$ cat src/design/otc_pkg.sv
// ----------------------------------------------------------------------------
// otc_pkg
// Shared constants, codes and controller/datapath interface types for the
// oscillator trim calibrator.
// ----------------------------------------------------------------------------
package otc_pkg;

    localparam int MAX_ROUNDS_DEF  = 63;
    localparam int COUNT_WIDTH_DEF = 16;

    localparam int PERIOD_W    = 20;
    localparam int TICK_W      = 8;
    localparam int TRIM_W      = 8;
    localparam int TARGET_W    = 16;
    localparam int BAND_W      = TARGET_W + 1;
    localparam int MARGIN_W    = 9;
    localparam int DIV_CNT_W   = $clog2(PERIOD_W);
    localparam int CFG_IDX_W   = 2;
    localparam int CFG_DATA_W  = PERIOD_W;
    localparam int STATUS_W    = 2;

    // floor(t / 200) == (t * MARGIN_MUL) >> MARGIN_SHIFT for every 16-bit t
    localparam int MARGIN_MUL_W = 17;
    localparam logic [MARGIN_MUL_W-1:0] MARGIN_MUL = 17'd83887;
    localparam int MARGIN_SHIFT = 24;

    localparam logic [PERIOD_W-1:0] PULSE_PERIOD_RESET = 20'd31250;
    localparam logic [TICK_W-1:0]   TICK_PERIOD_RESET  = 8'd4;
    localparam logic [TRIM_W-1:0]   TRIM_RESET         = 8'd191;
    localparam logic [TRIM_W-1:0]   TRIM_MIN           = 8'd128;
    localparam logic [TRIM_W-1:0]   TRIM_MAX           = 8'd255;

    localparam logic OP_START = 1'b1;

    typedef enum logic [CFG_IDX_W-1:0] {
        CFG_PULSE_PERIOD = 2'd0,
        CFG_TICK_PERIOD  = 2'd1,
        CFG_INITIAL_TRIM = 2'd2
    } t_cfg_index;

    typedef enum logic [STATUS_W-1:0] {
        END_IN_BAND    = 2'd0,
        END_TRIM_LIMIT = 2'd1,
        END_ROUNDS     = 2'd2
    } t_end_status;

    typedef struct packed {
        logic        start;
        logic        div_step;
        logic        margin_load;
        logic        band_load;
        logic        edge_latch;
        logic        width_load;
        logic        trim_dec;
        logic        trim_inc;
        logic        rounds_dec;
        logic        out_load;
        logic        out_busy;
        logic        out_fin;
        t_end_status out_status;
    } t_dp_cmd;

    typedef struct packed {
        logic above;
        logic below;
        logic trim_gt_min;
        logic trim_lt_max;
        logic rounds_last;
        logic div_last;
    } t_dp_stat;

endpackage

$ cat src/design/otc_dp.sv
// ----------------------------------------------------------------------------
// otc_dp
// Datapath: configuration registers, bit-serial target divider, band
// computation, edge/width measurement, trim and round counters, result
// payload register.
// ----------------------------------------------------------------------------
module otc_dp #(
    parameter int MAX_ROUNDS  = otc_pkg::MAX_ROUNDS_DEF,
    parameter int COUNT_WIDTH = otc_pkg::COUNT_WIDTH_DEF
) (
    input  logic                                i_clk,
    input  logic                                i_rst_n,
    input  logic                                i_cfg_valid,
    input  logic [otc_pkg::CFG_IDX_W-1:0]       i_cfg_index,
    input  logic [otc_pkg::CFG_DATA_W-1:0]      i_cfg_data,
    input  logic [COUNT_WIDTH-1:0]              i_timer_count,
    input  otc_pkg::t_dp_cmd                    i_cmd,
    output otc_pkg::t_dp_stat                   o_stat,
    output logic [otc_pkg::TRIM_W-1:0]          o_trim_value,
    output logic                                o_busy_res,
    output logic                                o_finished,
    output logic [otc_pkg::STATUS_W-1:0]        o_end_status,
    output logic [COUNT_WIDTH-1:0]              o_measured_width
);

    localparam int RW    = $clog2(MAX_ROUNDS + 1);
    localparam int CMP_W = (COUNT_WIDTH > otc_pkg::BAND_W) ? COUNT_WIDTH : otc_pkg::BAND_W;
    localparam int PROD_W = otc_pkg::TARGET_W + otc_pkg::MARGIN_MUL_W;

    logic [otc_pkg::PERIOD_W-1:0]  r_pulse_period;
    logic [otc_pkg::TICK_W-1:0]    r_tick_period;
    logic [otc_pkg::TRIM_W-1:0]    r_initial_trim;

    logic [otc_pkg::TICK_W-1:0]    r_div_rem;
    logic [otc_pkg::PERIOD_W-1:0]  r_div_quo;
    logic [otc_pkg::TICK_W-1:0]    r_div_den;
    logic [otc_pkg::DIV_CNT_W-1:0] r_div_cnt;
    logic [otc_pkg::TICK_W:0]      div_trial;
    logic                          div_bit;
    logic [otc_pkg::TICK_W-1:0]    n_div_rem;

    logic [otc_pkg::TARGET_W-1:0]  target_sat;
    logic [PROD_W-1:0]             margin_prod;
    logic [otc_pkg::TARGET_W-1:0]  r_target;
    logic [otc_pkg::MARGIN_W-1:0]  r_margin;
    logic [otc_pkg::BAND_W-1:0]    r_band_high;
    logic [otc_pkg::TARGET_W-1:0]  r_band_low;

    logic [COUNT_WIDTH-1:0]        r_edge_start;
    logic [COUNT_WIDTH-1:0]        width;
    logic [COUNT_WIDTH-1:0]        r_last_width;
    logic [COUNT_WIDTH-1:0]        n_last_width;
    logic [otc_pkg::TRIM_W-1:0]    r_trim;
    logic [otc_pkg::TRIM_W-1:0]    n_trim;
    logic [RW-1:0]                 r_rounds;
    logic [RW-1:0]                 n_rounds;

    assign div_trial = {r_div_rem, r_div_quo[otc_pkg::PERIOD_W-1]};
    assign div_bit   = (div_trial >= {1'b0, r_div_den});
    assign n_div_rem = div_bit ? otc_pkg::TICK_W'(div_trial - {1'b0, r_div_den})
                               : div_trial[otc_pkg::TICK_W-1:0];

    assign target_sat  = (|r_div_quo[otc_pkg::PERIOD_W-1:otc_pkg::TARGET_W])
                         ? {otc_pkg::TARGET_W{1'b1}} : r_div_quo[otc_pkg::TARGET_W-1:0];
    assign margin_prod = PROD_W'(target_sat) * PROD_W'(otc_pkg::MARGIN_MUL);

    assign width = i_timer_count - r_edge_start;

    assign o_stat.above       = CMP_W'(width) > CMP_W'(r_band_high);
    assign o_stat.below       = CMP_W'(width) < CMP_W'(r_band_low);
    assign o_stat.trim_gt_min = r_trim > otc_pkg::TRIM_MIN;
    assign o_stat.trim_lt_max = r_trim < otc_pkg::TRIM_MAX;
    assign o_stat.rounds_last = r_rounds <= RW'(1);
    assign o_stat.div_last    = r_div_cnt == otc_pkg::DIV_CNT_W'(otc_pkg::PERIOD_W - 1);

    always_comb begin
        priority if (i_cmd.start) begin
            n_trim = r_initial_trim;
        end else if (i_cmd.trim_dec) begin
            n_trim = r_trim - otc_pkg::TRIM_W'(1);
        end else if (i_cmd.trim_inc) begin
            n_trim = r_trim + otc_pkg::TRIM_W'(1);
        end else begin
            n_trim = r_trim;
        end
        priority if (i_cmd.start) begin
            n_rounds = RW'(MAX_ROUNDS);
        end else if (i_cmd.rounds_dec) begin
            n_rounds = o_stat.rounds_last ? '0 : r_rounds - RW'(1);
        end else begin
            n_rounds = r_rounds;
        end
        n_last_width = i_cmd.width_load ? width : r_last_width;
    end

    always_ff @(posedge i_clk) begin
        if (!i_rst_n) begin
            r_pulse_period <= otc_pkg::PULSE_PERIOD_RESET;
            r_tick_period  <= otc_pkg::TICK_PERIOD_RESET;
            r_initial_trim <= otc_pkg::TRIM_RESET;
            r_trim         <= otc_pkg::TRIM_RESET;
            r_rounds       <= '0;
            r_edge_start   <= '0;
            r_last_width   <= '0;
            r_band_high    <= '0;
            r_band_low     <= '0;
        end else begin
            if (i_cfg_valid) begin
                unique case (i_cfg_index)
                    otc_pkg::CFG_PULSE_PERIOD: r_pulse_period <= i_cfg_data;
                    otc_pkg::CFG_TICK_PERIOD:
                        r_tick_period <= i_cfg_data[otc_pkg::TICK_W-1:0];
                    otc_pkg::CFG_INITIAL_TRIM:
                        r_initial_trim <= i_cfg_data[otc_pkg::TRIM_W-1:0];
                    default: ;
                endcase
            end
            r_trim       <= n_trim;
            r_rounds     <= n_rounds;
            r_last_width <= n_last_width;
            if (i_cmd.start) begin
                r_edge_start <= '0;
            end else if (i_cmd.edge_latch) begin
                r_edge_start <= i_timer_count;
            end
            if (i_cmd.band_load) begin
                r_band_high <= otc_pkg::BAND_W'(r_target) + otc_pkg::BAND_W'(r_margin);
                r_band_low  <= r_target - otc_pkg::TARGET_W'(r_margin);
            end
        end
    end

    always_ff @(posedge i_clk) begin
        if (i_cmd.start) begin
            r_div_rem <= '0;
            r_div_quo <= r_pulse_period;
            r_div_den <= r_tick_period;
            r_div_cnt <= '0;
        end else if (i_cmd.div_step) begin
            r_div_rem <= n_div_rem;
            r_div_quo <= {r_div_quo[otc_pkg::PERIOD_W-2:0], div_bit};
            r_div_cnt <= r_div_cnt + otc_pkg::DIV_CNT_W'(1);
        end
        if (i_cmd.margin_load) begin
            r_target <= target_sat;
            r_margin <= margin_prod[otc_pkg::MARGIN_SHIFT +: otc_pkg::MARGIN_W];
        end
        if (i_cmd.out_load) begin
            o_trim_value     <= n_trim;
            o_busy_res       <= i_cmd.out_busy;
            o_finished       <= i_cmd.out_fin;
            o_end_status     <= i_cmd.out_status;
            o_measured_width <= n_last_width;
        end
    end

endmodule

$ cat src/design/otc_ctrl.sv
// ----------------------------------------------------------------------------
// otc_ctrl
// Controller: request handshakes, setup sequencer (divide, margin, band) and
// calibration phase machine; issues datapath commands.
// ----------------------------------------------------------------------------
module otc_ctrl (
    input  logic               i_clk,
    input  logic               i_rst_n,
    input  logic               i_valid,
    output logic               o_stall,
    output logic               o_valid,
    input  logic               i_stall,
    input  logic               i_operation,
    input  logic               i_pin_level,
    input  otc_pkg::t_dp_stat  i_stat,
    output otc_pkg::t_dp_cmd   o_cmd
);

    typedef enum logic [3:0] {
        ST_READY  = 4'b0001,
        ST_DIV    = 4'b0010,
        ST_MARGIN = 4'b0100,
        ST_BAND   = 4'b1000
    } t_state;

    typedef enum logic [3:0] {
        PH_IDLE      = 4'b0001,
        PH_WAIT_LOW  = 4'b0010,
        PH_WAIT_RISE = 4'b0100,
        PH_WAIT_FALL = 4'b1000
    } t_phase;

    t_state r_state;
    t_state n_state;
    t_phase r_phase;
    t_phase n_phase;
    logic   r_out_valid;
    logic   in_accept;
    logic   stepped;

    assign o_stall   = (r_state != ST_READY) || (r_out_valid && i_stall);
    assign in_accept = i_valid && !o_stall;
    assign o_valid   = r_out_valid;

    always_comb begin
        o_cmd   = '0;
        n_state = r_state;
        n_phase = r_phase;
        stepped = 1'b0;
        unique case (r_state)
            ST_READY: ;
            ST_DIV: begin
                o_cmd.div_step = 1'b1;
                if (i_stat.div_last) begin
                    n_state = ST_MARGIN;
                end
            end
            ST_MARGIN: begin
                o_cmd.margin_load = 1'b1;
                n_state = ST_BAND;
            end
            ST_BAND: begin
                o_cmd.band_load = 1'b1;
                n_state = ST_READY;
            end
            default: n_state = ST_READY;
        endcase
        if (in_accept) begin
            o_cmd.out_load = 1'b1;
            if (i_operation == otc_pkg::OP_START) begin
                o_cmd.start = 1'b1;
                n_phase = PH_WAIT_LOW;
                n_state = ST_DIV;
            end else begin
                unique case (r_phase)
                    PH_IDLE: ;
                    PH_WAIT_LOW: begin
                        if (!i_pin_level) begin
                            n_phase = PH_WAIT_RISE;
                        end
                    end
                    PH_WAIT_RISE: begin
                        if (i_pin_level) begin
                            o_cmd.edge_latch = 1'b1;
                            n_phase = PH_WAIT_FALL;
                        end
                    end
                    PH_WAIT_FALL: begin
                        if (!i_pin_level) begin
                            o_cmd.width_load = 1'b1;
                            priority if (i_stat.above && i_stat.trim_gt_min) begin
                                o_cmd.trim_dec = 1'b1;
                                stepped = 1'b1;
                            end else if (i_stat.below && i_stat.trim_lt_max) begin
                                o_cmd.trim_inc = 1'b1;
                                stepped = 1'b1;
                            end else begin
                                o_cmd.out_fin = 1'b1;
                                o_cmd.out_status = (i_stat.above || i_stat.below)
                                                   ? otc_pkg::END_TRIM_LIMIT
                                                   : otc_pkg::END_IN_BAND;
                            end
                            if (stepped) begin
                                o_cmd.rounds_dec = 1'b1;
                                if (i_stat.rounds_last) begin
                                    o_cmd.out_fin = 1'b1;
                                    o_cmd.out_status = otc_pkg::END_ROUNDS;
                                end
                            end
                            n_phase = o_cmd.out_fin ? PH_IDLE : PH_WAIT_LOW;
                        end
                    end
                    default: n_phase = PH_IDLE;
                endcase
            end
            o_cmd.out_busy = (n_phase != PH_IDLE);
        end
    end

    always_ff @(posedge i_clk) begin
        if (!i_rst_n) begin
            r_state     <= ST_READY;
            r_phase     <= PH_IDLE;
            r_out_valid <= 1'b0;
        end else begin
            r_state <= n_state;
            r_phase <= n_phase;
            if (in_accept) begin
                r_out_valid <= 1'b1;
            end else if (!i_stall) begin
                r_out_valid <= 1'b0;
            end
        end
    end

    // hold off requests while the setup sequence runs
    a_start_stalls: assert property (@(posedge i_clk) disable iff (!i_rst_n)
        (in_accept && i_operation == otc_pkg::OP_START) |=> o_stall)
        else $error("start request not followed by setup stall");

    a_fin_idles: assert property (@(posedge i_clk) disable iff (!i_rst_n)
        o_cmd.out_fin |=> (r_phase == PH_IDLE))
        else $error("calibration finished but phase not idle");

    a_div_holds: assert property (@(posedge i_clk) disable iff (!i_rst_n)
        (r_state == ST_DIV && !i_stat.div_last) |=> (r_state == ST_DIV))
        else $error("divider left before last step");

    a_step_one_dir: assert property (@(posedge i_clk) disable iff (!i_rst_n)
        o_cmd.rounds_dec |-> (o_cmd.trim_dec != o_cmd.trim_inc) && o_cmd.width_load)
        else $error("round counted without a single trim step");

endmodule

$ cat src/design/oscillator_trim_calibrator_unit.sv
// ----------------------------------------------------------------------------
// oscillator_trim_calibrator_unit
// Every accepted request loads its result into the output register. Pin
// samples are taken one per cycle while o_stall is low.
// A start request stalls further requests through the setup sequence: 20 steps
// of the bit-serial target divider, one margin multiply and one band update.
// Reset (i_rst_n low, synchronous): idle, trim 191, config registers to defaults.
// ----------------------------------------------------------------------------
module oscillator_trim_calibrator_unit #(
    parameter int MAX_ROUNDS  = otc_pkg::MAX_ROUNDS_DEF,
    parameter int COUNT_WIDTH = otc_pkg::COUNT_WIDTH_DEF
) (
    input  logic                            i_clk,
    input  logic                            i_rst_n,
    input  logic                            i_valid,
    output logic                            o_stall,
    input  logic                            i_operation,
    input  logic                            i_pin_level,
    input  logic [COUNT_WIDTH-1:0]          i_timer_count,
    output logic                            o_valid,
    input  logic                            i_stall,
    output logic [otc_pkg::TRIM_W-1:0]      o_trim_value,
    output logic                            o_busy_res,
    output logic                            o_finished,
    output logic [otc_pkg::STATUS_W-1:0]    o_end_status,
    output logic [COUNT_WIDTH-1:0]          o_measured_width,
    input  logic                            i_cfg_valid,
    output logic                            o_cfg_ready,
    input  logic [otc_pkg::CFG_IDX_W-1:0]   i_cfg_index,
    input  logic [otc_pkg::CFG_DATA_W-1:0]  i_cfg_data
);

    otc_pkg::t_dp_cmd  cmd;
    otc_pkg::t_dp_stat stat;

    assign o_cfg_ready = 1'b1;

    otc_ctrl u_ctrl (
        .i_clk       (i_clk),
        .i_rst_n     (i_rst_n),
        .i_valid     (i_valid),
        .o_stall     (o_stall),
        .o_valid     (o_valid),
        .i_stall     (i_stall),
        .i_operation (i_operation),
        .i_pin_level (i_pin_level),
        .i_stat      (stat),
        .o_cmd       (cmd)
    );

    otc_dp #(
        .MAX_ROUNDS  (MAX_ROUNDS),
        .COUNT_WIDTH (COUNT_WIDTH)
    ) u_dp (
        .i_clk            (i_clk),
        .i_rst_n          (i_rst_n),
        .i_cfg_valid      (i_cfg_valid),
        .i_cfg_index      (i_cfg_index),
        .i_cfg_data       (i_cfg_data),
        .i_timer_count    (i_timer_count),
        .i_cmd            (cmd),
        .o_stat           (stat),
        .o_trim_value     (o_trim_value),
        .o_busy_res       (o_busy_res),
        .o_finished       (o_finished),
        .o_end_status     (o_end_status),
        .o_measured_width (o_measured_width)
    );

endmodule

$ cat config.mk
export PLATFORM = sky130hd
export DESIGN_NAME = oscillator_trim_calibrator_unit
export DESIGN_NICKNAME = d
export VERILOG_FILES = /design/src/design/otc_pkg.sv /design/src/design/otc_dp.sv /design/src/design/otc_ctrl.sv /design/src/design/oscillator_trim_calibrator_unit.sv
export SDC_FILE = /design/constraint.sdc
export NUM_CORES = 1
export LEC_CHECK = 0
export BUFFER_PORTS_ARGS = -buffer_cell sky130_fd_sc_hd__buf_2
export CAP_MARGIN = 20
export CORE_ASPECT_RATIO = 0.9
export CORE_MARGIN = 8
export CORE_UTILIZATION = 50
export DETAILED_ROUTE_END_ITERATION = 10
export PLACE_DENSITY = 0.67
export SYNTH_ARGS = -nofsm -noshare
export SYNTH_HDL_FRONTEND = slang
export SYNTH_SLANG_ARGS = --single-unit
$ cat constraint.sdc
create_clock -name i_clk -period 8 [get_ports i_clk]
set_clock_uncertainty 0.05 [all_clocks]
set_input_delay 0.8 -clock i_clk [delete_from_list [all_inputs] [get_ports i_clk]]
set_output_delay 0.8 -clock i_clk [all_outputs]
set_load 0.005 [all_outputs]
==> results.py <==
metrics = {
    "outcome": {
        "status": "finished clean",
    },
    "synth": {
        "yosysUniqueCellTypes": 87,
        "number_of_enable_type_register_cells_in_the_synthesized_netlist": 81,
        "synth_ff_type": "sky130_fd_sc_hd__dfxtp_1",
        "asyncSetResetFlopFracSynth_pct": 0,
        "seq_cells_post_synth": 217,
        "synth_sequential_area_ratio_pct": 31.34,
        "synthesis.yosys.warnings": 0,
        "synthesis.nets": 2135,
        "synthesis.instances": 1778,
        "avgSynthCellArea_sq_um": 9.250,
        "synth_area_sq_um": 16450,
    },
    "timing": {
        "final_total_negative_setup_slack_ns": 0,
        "grt_setup_unrepaired": "false",
        "fmaxAchievable_mhz": 140.0,
        "worst_slew_margin_rel_pct": 41.31,
        "worst-slew-pin-transition_ns": 0.8782,
        "final.min_clock_period_ns": 7.144,
        "fin_worst_hold_slack_ns": 0.3773,
        "slew_violations": 0,
        "setup_viol": 0,
        "report.final.hold_viol_count": 0,
        "finalCritPeriodShare_pct": 89.30,
    },
    "critical_path": {
        "critical_path.slowest_cell": "sky130_fd_sc_hd__fa_1",
        "buffering_stage_count_on_the_worst_path_with_inverters_included": 3,
        "critical_path_peak_fanout": 10,
        "crit_path_class": "flop to flop",
        "critical_path.cell_chain": "nor4_4, buf_4, or2b_1, inv_1, fa_1, fa_1, fa_1, inv_1, fa_1, fa_1, fa_1, ha_1, a21o_1, a21o_1, a221o_1, a21o_1, a211o_1, or4_1, and4_1",
        "rr_worst_depth": 19,
        "critical-path-top-delay-family": "adder cells",
        "r2r_end": "u_dp.r_margin[1]$_DFFE_PN_",
        "crit_arrival_ns": 7.38,
        "worst_setup_path_end_kind": "flop",
        "wp_data_required_ns": 8.23,
        "worst_setup_path_start_kind": "flop",
        "rr_startpoint": "u_dp.r_div_quo[19]$_DFFE_PP_",
        "cpMostUsedCell": "sky130_fd_sc_hd__fa_1",
        "worst-r2r-setup-slack_ns": 0.86,
        "critPathMaxStageDelay_ns": 0.55,
    },
    "cells_and_area": {
        "layout.cells.most_common_list": "sky130_fd_sc_hd__inv_1 (267), sky130_fd_sc_hd__ha_1 (213), sky130_fd_sc_hd__nand2_1 (204), sky130_fd_sc_hd__dfxtp_1 (136), sky130_fd_sc_hd__fa_1 (99)",
        "finalInstanceArea_sq_um": 18050,
        "insertedDiodeCount": 0,
        "proportion_of_layout_cells_with_a_drive_suffix_above_1_pct": 8.392,
        "fill_cells": 3002,
        "seq_area_sq_um": 5155,
        "area_growth_syn_to_fin_pct": 9.723,
        "most_common_cell_after_layout_fill_and_taps_aside": "sky130_fd_sc_hd__inv_1",
        "finalNetCount": 2185,
        "stdcell_count": 2269,
        "multi_input_comb_area_sq_um": 10050,
    },
    "floorplan": {
        "floorplan.initialDensity_pct": 50.40,
        "die_h_um": 188.1,
        "floorplan.die.width_um": 207.2,
        "die_area_sq_um": 38960,
        "ioPinCount": 76,
        "fp-row-count": 63,
        "core-area_sq_um": 32630,
    },
    "route": {
        "drt-pass1-iter-count": 5,
        "final_antenna_net_count": 0,
        "detailedRoute.firstIterationViolations": 751,
        "routed_via_density": 5.419,
        "met2_wirelength_mm": 16.95,
        "drc_errors": 0,
        "detail_route.wl_per_cell_um": 16.76,
        "route.top_layer_used": "met4",
        "met3WireLength_mm": 1.997,
        "vias_after_detailed_routing": 12300,
        "wirelength_met1_mm": 18.31,
        "detail_route.wirelength_mm": 38.03,
    },
    "job": {
        "max_cap_viol_count": 0,
    },
    "pwr": {
        "switchingPower_mw": 1.186,
        "share_comb_of_total_power_pct": 34.7,
        "power.switching_fraction_pct": 32.93,
        "internal_power_mw": 2.415,
        "power_density_normalized_to_cell_area_nw_per_um2": 199.5,
        "p_clk_share_pct": 31.6,
        "peakVddDrop_v": 0.0001576,
        "relative_contribution_of_sequential_cells_to_total_power_pct": 33.7,
        "p_total_mw": 3.601,
        "leakage_nw": 8.056,
    },
    "min_path": {
        "min_path_cells": 0,
        "holdPathEnd": "u_dp.r_div_den[2]$_DFFE_PP_",
        "min-delay-path-class": "flop to flop",
        "hp-start": "u_dp.r_tick_period[2]$_SDFFE_PN1P_",
    },
    "global_routing": {
        "grtUsageTotal_pct": 19.15,
        "globalRouteOverflowTotal": 0,
        "grt_antenna_before_repair": 0,
        "grt_first_pass_wirelength_mm": 62.17,
        "pin_count_of_the_biggest_net_entering_global_routing": 57,
        "via_count_of_the_first_global_routing_pass": 12220,
    },
    "place": {
        "post-dp-hpwl_mm": 29.89,
        "post-place-cells": 2222,
        "place.gp.congestion": 0.9183,
        "place.port_buffers": 74,
        "post_placement_cell_area_sq_um": 17220,
    },
    "clocking": {
        "clk_pin_slew_worst_paths_ns": 0.06,
        "cts.sink_count": 217,
        "htree_num_levels": 1,
        "cts_hold_buf": 0,
        "post-cts-setup-buffers": 0,
        "clkLatencyLatePin_ns": 0.53,
        "cts_max_path_buffers": 3,
        "clk_root_buffer_cell": "sky130_fd_sc_hd__clkbuf_16",
        "cts-buffers-inserted": 25,
        "cts-resized-gates": 0,
        "cts_tree": "done",
    },
}
-- area by class of cell --
| type | count | share of cell area (%) |
|---|---|---|
| Clock buffer | 32 | 3.890 |
| Sequential cell | 217 | 28.57 |
| Multi-Input combinational cell | 1226 | 55.72 |
| Inverter | 271 | 5.637 |
| Clock inverter | 14 | 0.6517 |
| Tap cell | 422 | 2.926 |
| Timing Repair Buffer | 87 | 2.614 |
-- flip-flops by register name, summed over array words and instances (netlist names) --
name / cells
u_dp.o_finished: 1
u_dp.r_div_den: 8
u_ctrl.o_valid: 1
u_dp.r_last_width: 16
u_dp.r_trim: 8
u_dp.o_busy_res: 1
u_dp.o_trim_value: 8
u_dp.o_end_status: 2
u_dp.r_div_rem: 8
u_dp.r_pulse_period: 20
u_dp.r_band_high: 16
u_dp.o_measured_width: 16
u_dp.r_rounds: 6
u_dp.r_tick_period: 8
u_dp.r_initial_trim: 8
u_dp.r_target: 16
u_dp.r_edge_start: 16
u_ctrl.r_phase: 4
u_dp.r_div_quo: 20
u_dp.r_div_cnt: 5
u_dp.r_margin: 9
u_dp.r_band_low: 16
u_ctrl.r_state: 4
-- cell usage after synthesis, types with 6 or more instances --
master,instances,share of area [%]
sky130_fd_sc_hd__o31ai_1,6,0.27
sky130_fd_sc_hd__or2b_1,6,0.27
sky130_fd_sc_hd__edfxtp_1,81,15
sky130_fd_sc_hd__clkbuf_1,49,1.1
sky130_fd_sc_hd__o21ai_0,33,1.0
sky130_fd_sc_hd__and2_1,11,0.42
sky130_fd_sc_hd__nor2_1,96,2.2
sky130_fd_sc_hd__mux2i_1,27,1.6
sky130_fd_sc_hd__o21a_1,10,0.46
sky130_fd_sc_hd__xor2_1,15,0.80
sky130_fd_sc_hd__nand2_1,205,4.7
sky130_fd_sc_hd__or3_1,14,0.53
sky130_fd_sc_hd__nand3b_1,10,0.46
sky130_fd_sc_hd__o31a_1,7,0.37
sky130_fd_sc_hd__a211oi_1,13,0.59
sky130_fd_sc_hd__o211ai_1,14,0.64
sky130_fd_sc_hd__dfxtp_1,136,17
sky130_fd_sc_hd__buf_1,7,0.16
sky130_fd_sc_hd__nand3_1,53,1.6
sky130_fd_sc_hd__xnor2_1,28,1.5
sky130_fd_sc_hd__nor2b_1,15,0.57
sky130_fd_sc_hd__and4_1,7,0.37
sky130_fd_sc_hd__a31oi_1,17,0.65
sky130_fd_sc_hd__buf_2,7,0.21
sky130_fd_sc_hd__o21ai_1,18,0.55
sky130_fd_sc_hd__or4_1,11,0.50
sky130_fd_sc_hd__inv_1,268,6.1
sky130_fd_sc_hd__and3_1,13,0.49
sky130_fd_sc_hd__nor3_1,19,0.58
sky130_fd_sc_hd__o21bai_1,6,0.27
sky130_fd_sc_hd__fa_1,99,12
sky130_fd_sc_hd__nand4_1,23,0.87
sky130_fd_sc_hd__nand2b_1,20,0.76
sky130_fd_sc_hd__o2111ai_1,6,0.32
sky130_fd_sc_hd__ha_1,213,16
sky130_fd_sc_hd__a21o_1,23,1.0
sky130_fd_sc_hd__nor3b_1,7,0.32
sky130_fd_sc_hd__a21oi_1,87,2.6
-- worst max-delay path by stage --
stage	slack (ns)	depth (start not counted)	from	end
floorplan	1.30	22	u_dp.r_div_quo[18]$_DFFE_PP_	u_dp.r_margin[8]$_DFFE_PN_
global placement	0.96	21	u_dp.r_div_quo[19]$_DFFE_PP_	u_dp.r_margin[1]$_DFFE_PN_
detailed placement	0.83	20	u_dp.r_div_quo[19]$_DFFE_PP_	u_dp.r_margin[8]$_DFFE_PN_
CTS	0.84	19	u_dp.r_div_quo[19]$_DFFE_PP_	u_dp.r_margin[1]$_DFFE_PN_
global route	0.52	21	u_dp.r_div_quo[19]$_DFFE_PP_	u_dp.r_margin[8]$_DFFE_PN_
finish	0.86	19	u_dp.r_div_quo[19]$_DFFE_PP_	u_dp.r_margin[1]$_DFFE_PN_
-- per-layer routing --
layer	vias up	global-route usage [%]
met1	5811	26.14
met4	0	4.231
met2	267	31.03
met5	-	0
li1	6173	-
met3	44	3.889
-- metrics by stage --
| stage | utilization, % | setup WS, ns |
|---|---|---|
| CTS | 55.26 | 0.8359 |
| floorplan | - | 1.300 |
| finish | 55.30 | 0.8556 |
| detailed placement | 52.75 | 0.8278 |
| global placement | 52.75 | 0.9645 |
| global route | 55.30 | 0.5153 |
-- cells by family after synthesis --
group / after synthesis / share of synthesized area [%]
AO/OA/AOI/OAI: 300 / 12.28
XOR/XNOR: 43 / 2.290
adder cells (fa/ha/maj): 312 / 28.25
buffers and inverters: 335 / 7.722
flip-flops: 217 / 31.34
multiplexers: 29 / 1.780
other: 1 / 0.02280
AND/OR/NAND/NOR: 541 / 16.31
-- power groups by stage --
stage | Combinational, mW | Sequential [mW] | Clock (mW)
after floorplan | 0.943 | 1.23 | 0
after global placement | 1.22 | 1.24 | 0
after detailed placement | 1.24 | 1.24 | 0
after CTS | 1.26 | 1.21 | 1.16
after global routing | 1.42 | 1.22 | 1.20
final | 1.25 | 1.21 | 1.14
-- worst reg2reg max path: stages, from the launching register on --
cell                       delay [ns]
sky130_fd_sc_hd__edfxtp_1        0.46
sky130_fd_sc_hd__nor4_4          0.52
sky130_fd_sc_hd__buf_4           0.26
sky130_fd_sc_hd__or2b_1          0.34
sky130_fd_sc_hd__inv_1           0.10
sky130_fd_sc_hd__fa_1            0.45
sky130_fd_sc_hd__fa_1            0.50
sky130_fd_sc_hd__fa_1            0.55
sky130_fd_sc_hd__inv_1           0.05
sky130_fd_sc_hd__fa_1            0.50
sky130_fd_sc_hd__fa_1            0.53
sky130_fd_sc_hd__fa_1            0.44
sky130_fd_sc_hd__ha_1            0.33
sky130_fd_sc_hd__a21o_1          0.19
sky130_fd_sc_hd__a21o_1          0.17
sky130_fd_sc_hd__a221o_1         0.33
sky130_fd_sc_hd__a21o_1          0.18
sky130_fd_sc_hd__a211o_1         0.33
sky130_fd_sc_hd__or4_1           0.46
sky130_fd_sc_hd__and4_1          0.15
No activity file was read; power rests on OpenSTA's default activity.
